`src/rtl/hbd_pkg.sv`:
```
// Package for the Huffman bit decoder.
// Field widths and the structs passed between the top level and its compare cells.
// No dependencies.
`default_nettype none

package hbd_pkg;

    localparam int IDX_W  = 8;
    localparam int SYM_W  = 8;
    localparam int CODE_W = 32;
    localparam int LEN_W  = 6;

    localparam logic FUNC_LOAD   = 1'b0;
    localparam logic FUNC_DECODE = 1'b1;

    // Table write broadcast to every cell
    typedef struct packed {
        logic              we;
        logic [IDX_W-1:0]  index;
        logic [SYM_W-1:0]  symbol;
        logic [CODE_W-1:0] code;
        logic [LEN_W-1:0]  length;
    } load_t;

    // Search token handed from cell to cell
    typedef struct packed {
        logic             valid;
        logic             hit;
        logic [SYM_W-1:0] symbol;
    } token_t;

endpackage

`default_nettype wire

```
`src/rtl/hbd_cell.sv`:
```
// One table slot of the Huffman bit decoder with its code compare.
// Passes the search token to the next slot each cycle. Depends on hbd_pkg.
`default_nettype none

module hbd_cell #(
    parameter int CELL_INDEX = 0,
    parameter int ACC_W      = 32,
    parameter int CNT_W      = 6
) (
    input  wire logic                       clk,
    input  wire logic                       rst_n,
    input  wire hbd_pkg::load_t             load,
    input  wire logic [ACC_W-1:0]           query_bits,
    input  wire logic [CNT_W-1:0]           query_count,
    input  wire hbd_pkg::token_t            tok_in,
    output hbd_pkg::token_t                 tok_out
);

    logic [hbd_pkg::SYM_W-1:0] sym_reg;
    logic [ACC_W-1:0]          code_reg;
    logic [hbd_pkg::LEN_W-1:0] len_reg;
    logic [ACC_W-1:0]          len_mask;
    logic                      slot_sel;
    logic                      match;
    hbd_pkg::token_t           tok_reg;
    hbd_pkg::token_t           tok_next;

    assign slot_sel = load.we && (load.index == hbd_pkg::IDX_W'(CELL_INDEX));

    always_comb
    begin
        for (int k = 0; k < ACC_W; k++)
        begin
            len_mask[k] = hbd_pkg::LEN_W'(k) < len_reg;
        end
    end

    // count is never zero during a search, so an empty slot cannot match
    assign match = (len_reg == hbd_pkg::LEN_W'(query_count))
                && (((code_reg ^ query_bits) & len_mask) == '0);

    always_comb
    begin
        tok_next.valid  = tok_in.valid;
        tok_next.hit    = tok_in.hit || match;
        tok_next.symbol = tok_in.hit ? tok_in.symbol : sym_reg;
    end

    always_ff @(posedge clk or negedge rst_n)
    begin
        if (!rst_n)
        begin
            len_reg <= '0;
            tok_reg <= '0;
        end
        else
        begin
            tok_reg <= tok_next;
            if (slot_sel)
            begin
                len_reg <= load.length;
            end
        end
    end

    always_ff @(posedge clk)
    begin
        if (slot_sel)
        begin
            sym_reg  <= load.symbol;
            code_reg <= load.code[ACC_W-1:0];
        end
    end

    assign tok_out = tok_reg;

endmodule

`default_nettype wire

```
`config.mk`:
```
export PLATFORM = sky130hd
export DESIGN_NAME = hbd_cell
export DESIGN_NICKNAME = d
export VERILOG_FILES = /design/src/rtl/hbd_pkg.sv /design/src/rtl/hbd_cell.sv
export SDC_FILE = /design/constraint.sdc
export NUM_CORES = 1
export LEC_CHECK = 0
export BUFFER_PORTS_ARGS = -buffer_cell sky130_fd_sc_hd__buf_2
export CORE_MARGIN = 1.5
export CORE_UTILIZATION = 41
export CTS_BUF_LIST = sky130_fd_sc_hd__clkbuf_16
export CTS_CLUSTER_DIAMETER = 200
export DETAILED_ROUTE_END_ITERATION = 6
export PLACE_DENSITY = 0.73
export SETUP_SLACK_MARGIN = 0.3
export SLEW_MARGIN = 20
export SYNTH_ARGS = -nofsm -noshare
export SYNTH_HDL_FRONTEND = slang
export SYNTH_SLANG_ARGS = --single-unit
```
`constraint.sdc`:
```
create_clock -name clk -period 2 [get_ports clk]
set_input_delay 0.4 -clock clk [delete_from_list [all_inputs] [get_ports clk]]
set_output_delay 0.4 -clock clk [all_outputs]
set_load 0.01 [all_outputs]
```
==> results of run 1 <==
## cell type report
class / instances / share of cell area
clock inverters: 3 / 0.00640
repair buffers: 126 / 0.191
flip-flops and latches: 56 / 0.456
multi-input cells: 142 / 0.279
clock buffers: 5 / 0.0356
inverters: 4 / 0.00462
well taps: 75 / 0.0267
## power groups by stage
stage | Combinational [mW] | Sequential, mW | Clock [mW]
global route | 0.377 | 1.28 | 0.941
finish | 0.340 | 1.28 | 0.876
global placement | 0.321 | 1.30 | 0
CTS | 0.337 | 1.28 | 0.899
detailed placement | 0.324 | 1.30 | 0
floorplan | 0.162 | 1.30 | 0
## worst max path at each step
stage	startpoint	to	slack, ns	cells after the start
floorplan	len_reg[4]$_DFFE_PN0P_	tok_out[8]$_DFF_PN0_	0.24	7
global placement	len_reg[5]$_DFFE_PN0P_	tok_out[8]$_DFF_PN0_	0.10	6
detailed placement	len_reg[3]$_DFFE_PN0P_	tok_out[8]$_DFF_PN0_	0.06	6
CTS	len_reg[5]$_DFFE_PN0P_	tok_out[8]$_DFF_PN0_	0.13	6
global route	len_reg[5]$_DFFE_PN0P_	tok_out[8]$_DFF_PN0_	-0.05	6
finish	len_reg[5]$_DFFE_PN0P_	tok_out[8]$_DFF_PN0_	0.08	6
## per-layer routing
| metal | wire length [um] | vias up | global-route usage | part of all wire |
|---|---|---|---|---|
| li1 | - | 1009 | - | - |
| met1 | 2660 | 947 | 0.234 | 0.44 |
| met2 | 2940 | 75 | 0.293 | 0.48 |
| met3 | 337 | 12 | 0.0457 | 0.055 |
| met4 | 134 | 0 | 0.0636 | 0.022 |
| met5 | 0 | - | 0 | 0 |
## worst register-to-register path: stages, from the launching register on
cell	delay (ns)
dfrtp_2	0.47
or3b_4	0.43
nor3_2	0.13
o21ai_1	0.13
a31oi_1	0.19
o211ai_1	0.12
o41ai_2	0.34
## cells by family (layout without fill, tap and decap cells)
| group | count (synthesis) | in the layout | synth area share |
|---|---|---|---|
| XOR/XNOR | 37 | 37 | 0.123 |
| AO/OA/AOI/OAI | 45 | 45 | 0.107 |
| AND/OR/NAND/NOR | 51 | 51 | 0.0962 |
| flip-flops | 56 | 56 | 0.610 |
| multiplexers | 8 | 8 | 0.0343 |
| adder cells (fa/ha/maj) | 1 | 1 | 0.00381 |
| buffers and inverters | 12 | 138 | 0.0262 |
## metrics by stage
step           cells  power [mW]  instance area, um2  hold slack, ns  TNS [ns]
2_1_floorplan    210        1.47                2640           0.104         0
3_3_place_gp     401        1.62                3340           0.337         0
3_5_place_dp     401        1.63                3340           0.337         0
4_1_cts          410        2.52                3510          0.0204         0
5_1_grt          411        2.60                3520          0.0365   -0.0472
6_report         411        2.50                3520          0.0165         0
## cells in the final DEF, fill, tap and decap left out, types with 2 or more instances in the layout
cell type	count
a21oi_1	13
buf_2	114
buf_4	11
clkbuf_16	5
clkinv_2	2
dfrtp_1	13
dfrtp_2	3
edfxtp_1	40
inv_1	2
mux2_2	8
nand2_1	19
nand2b_1	2
nand3_1	2
nor2_1	9
nor2_2	2
nor3_1	3
nor3_2	3
nor4_1	2
o211ai_1	2
o21ai_0	9
o21ai_1	6
o22ai_1	2
o31ai_1	2
o32ai_1	2
xnor2_1	21
xor2_1	16
## timing repair
item                                    4_1_cts  5_1_grt
endpoints found under the setup margin        1        1
buffers inserted                              1        1
pin swaps                                     1        0
hold buffers                                  0        0
resized for setup                             8        0
==> flow_summary.toml, run 1 <==
[grt]
grt_max_degree = 34
first_global_vias = 2077
antenna_found_initial = 0
grt-ovfl-total = 0
track_usage = 0.180
grt_pass1_wl_mm = 9.86

[drt]
drt_wl_total_mm = 6.07
wl_per_cell_um = 14.8
route.detailed.drc = 0
drtAntennaViolNets = 0
drtIter0Drc = 178
drt_pass1_iterations = 4
vias = 2043
avgViaCountPerCell = 4.97

[yosys]
ys_seq_area_frac = 0.610
synth_area_um2 = 2630
synth_top_area_cell = "edfxtp_1"
avgSynthCellArea_um2 = 12.5
synth-seq-cells = 56
yosys_warnings = 0
synth_nets = 315
synth_area_leaders = "edfxtp_1, dfrtp_1, xnor2_1, xor2_1, mux2_2"
netlist_instances = 210
synth_cell_types = 43
yosys_most_used_dff = "edfxtp_1"
yosys-top-cells-count = "edfxtp_1, xnor2_1, nand2_1, dfrtp_1, xor2_1"
synthArstFlopShare = 0.286
synth_edf_count = 40
synth.top_cell.area_share = 0.457
synth_most_common_cell = "edfxtp_1"

[cts]
h-tree-depth = 2
cts_tree = "yes"
clock_path_buffers = 2
insertion_delay_ns = 0.29
cts_root_buffer = "clkbuf_16"
clock_sinks = 56
cts.clk_slew.worst_paths_ns = 0.07
cts_buffers = 5

[floorplan]
die_area_um2 = 6900
design.core.area_um2 = 6060
num_io_pins = 115
start_util = 0.434
row_count = 28
die_x_um = 83.1
die_h_um = 83.1

[outcome]
run_status = "finished, final reports clean"

[finish]
regArea_um2 = 1610
fillers = 525
multi_input_area_um2 = 982
drive_gt1_frac = 0.467
largest_reg_flops = 32
nNetsFinal = 440
syn_to_final_growth_pct = 33.9
finish.utilization = 0.581
diodes = 0

[power_and_ir_drop]
sequentialPowerShare = 0.513
swShare = 0.235
p_int_mw = 1.91
switchingPower_uw = 586
power_density_nw_per_um2 = 710
vdd_drop_max_v = 0.000521
leakagePower_nw = 1.48
combPwrFrac = 0.136
clkPwrFrac = 0.351

[critical_path]
crit_path_end_kind = "flop"
critPathMaxStageDelay_ns = 0.47
cp.buffers_inverters = 0
crit_chain = "or3b_4 -> nor3_2 -> o21ai_1 -> a31oi_1 -> o211ai_1 -> o41ai_2"
crit_fanout = 8
r2r_cells = 6
cp.required_ns = 2.19
rr_endpoint = "tok_out[8]$_DFF_PN0_"
crit_slowest_cell = "dfrtp_2"
rrSetupSlack_ns = 0.08
worstSetupPathType = "flop to flop"
arrival_ns = 2.11
critPathLaunchType = "flop"
r2r-start = "len_reg[5]$_DFFE_PN0P_"
path_delay_family = "compound AO/OA/AOI/OAI gates"

[sta]
worst_pin_slew_ns = 0.388
setup_viol = 0
slew_viol_final = 0
fin_skew_ns = 0.00283
relSlewSlack = 0.741
worst_slack_ns = 0.0839
period_share = 0.958
period_needed_ns = 1.92
rsz0062_at_grt = "true"
finalHoldViolCount = 0
max_freq_mhz = 522

[place]
place_hpwl_mm = 4.61
numPortBuffers = 114
place_congestion = 0.932
dp_slack_ns = 0.0585

[run]
cap_viol_max_count = 0

[min_path]
hold_path_class = "input pin to async pin"
Power figures use the tool's default switching activity.
==> inputs of run 2 (changes only) <==
- PLACE_DENSITY: 0.73 -> 0.74
==> run 2 against run 1 <==
  * Worst hold slack lost 0.0099 ns
  * Sequential cell count is the same
  * Non-clock buffer count grew 2
  * Design area grew 0.46%
  * Sequential share of layout area shrank 0.17 points
  * Critical path depth shrank 1
  * Combinational power is essentially flat
  * Worst setup slack lost 0.0076 ns
  * Via count grew 0.49%
  * Maximum frequency shrank 0.40%
  * Clock-buffer cell count is the same
  * Final cell count grew 0.49%
==> flow_summary.toml, run 2 (synthesis results as in run 1) <==
[sta]
max_freq_mhz = 520
finalHoldViolCount = 0
period_needed_ns = 1.92
worst_pin_slew_ns = 0.362
tns_ns = 0
setup_viol = 0
fin_skew_ns = 0.00288
period_share = 0.962
slew_viol_final = 0
relSlewSlack = 0.759
rsz0062_at_grt = "true"

[place]
place_congestion = 0.895
place_hpwl_mm = 4.69
placed_cells = 402
numPortBuffers = 114
dpl_cell_area_um2 = 3340

[critical_path]
crit_chain = "or3_4 -> o21ai_2 -> o21ai_1 -> a2111o_1 -> o41ai_2"
cp.required_ns = 2.19
arrival_ns = 2.12
critPathMaxStageDelay_ns = 0.45
crit_path_end_kind = "flop"
worstSetupPathType = "flop to flop"
crit_fanout = 6
crit_slowest_cell = "dfrtp_2"
critPathLaunchType = "flop"
rrSetupSlack_ns = 0.08

[floorplan]
die_x_um = 83.1
row_count = 28
die_h_um = 83.1
die_area_um2 = 6900
start_util = 0.434
design.core.area_um2 = 6060
num_io_pins = 115

[finish]
finish.utilization = 0.583
layout_commonest_cell = "buf_2"
largest_reg_flops = 32
final_cell_mix = "buf_2, edfxtp_1, xnor2_1"
drive_gt1_frac = 0.473
nNetsFinal = 442
syn_to_final_growth_pct = 34.5
finalNonFillerCells = 413
diodes = 0
post-route-cell-area_um2 = 3530

[run]
cap_viol_max_count = 0

[grt]
track_usage = 0.181
first_global_vias = 2187
grt_pass1_wl_mm = 10.0
antenna_found_initial = 0
grt_max_degree = 35
grt-ovfl-total = 0

[cts]
clock_path_buffers = 2
insertion_delay_ns = 0.29
cts_root_buffer = "clkbuf_16"
h-tree-depth = 2
cts_tree = "yes"
cts.clk_slew.worst_paths_ns = 0.07
cts_buffers = 5
clock_sinks = 56

[drt]
avgViaCountPerCell = 4.97
drt_wl_total_mm = 5.97
drtAntennaViolNets = 0
vias = 2053
drtIter0Drc = 122
route.detailed.drc = 0
wl_per_cell_um = 14.4
drt_pass1_iterations = 4

[power_and_ir_drop]
power_density_nw_per_um2 = 709
vdd_drop_max_v = 0.000471
leakagePower_nw = 1.49

[outcome]
run_status = "finished, final reports clean"

[min_path]
hold_path_class = "input pin to async pin"
## run 2: what timing repair did
action | in CTS | in global routing
setup buffers | 2 | 1
pin swaps | 2 | 3
setup endpoints to repair | 1 | 1
hold buffers | 0 | 0
gates resized for setup | 6 | 3
cloned | 0 | 0
## run 2: path summary, 6_finish.rpt
check	startpoint	endpoint	cells after the start
max reg2reg	len_reg[5]$_DFFE_PN0P_	tok_out[8]$_DFF_PN0_	5
min	rst_n	tok_out[9]$_DFF_PN0_	1
max	len_reg[5]$_DFFE_PN0P_	tok_out[8]$_DFF_PN0_	5
min in group clk	tok_in[9]	tok_out[9]$_DFF_PN0_	1
max in group asynchronous	rst_n	len_reg[4]$_DFFE_PN0P_	1
min reg2reg	sym_reg[7]$_DFFE_PP_	tok_out[7]$_DFF_PN0_	1
## run 2: layout make-up
| cell class | instances | area [um2] |
|---|---|---|
| multi-input cells | 142 | 977 |
| flip-flops and latches | 56 | 1610 |
| well taps | 75 | 93.8 |
| inverters | 4 | 16.3 |
| clock inverters | 3 | 27.5 |
| clock buffers | 5 | 125 |
| fillers | 513 | 2530 |
| repair buffers | 128 | 688 |
## run 2: metrics by stage
step	setup WS [ns]	power, mW	hold WS (ns)
2_1_floorplan	0.235	1.47	0.104
3_3_place_gp	0.142	1.63	0.334
3_5_place_dp	0.0300	1.63	0.338
4_1_cts	0.101	2.53	0.0154
5_1_grt	-0.0428	2.61	0.0347
6_report	0.0762	2.51	0.00660
## run 2: power by group
group / internal [mW] / switching, mW
combinational: 0.179 / 0.162
sequential: 1.26 / 0.0152
clock: 0.475 / 0.412
total: 1.92 / 0.589
## run 2: worst max-delay path: cells and delay by family, from the launching register on
family / cells / cell delay, ns
AO/OA/AOI/OAI: 4 / 0.94
flip-flops: 1 / 0.45
AND/OR/NAND/NOR: 1 / 0.44
## run 2: layer usage
| layer | wire length (um) | vias up | share of wire | track usage |
|---|---|---|---|---|
| li1 | - | 1014 | - | - |
| met1 | 2560 | 940 | 0.43 | 0.225 |
| met2 | 2930 | 85 | 0.49 | 0.310 |
| met3 | 313 | 14 | 0.052 | 0.0388 |
| met4 | 159 | 0 | 0.027 | 0.0697 |
| met5 | 0 | - | 0 | 0 |
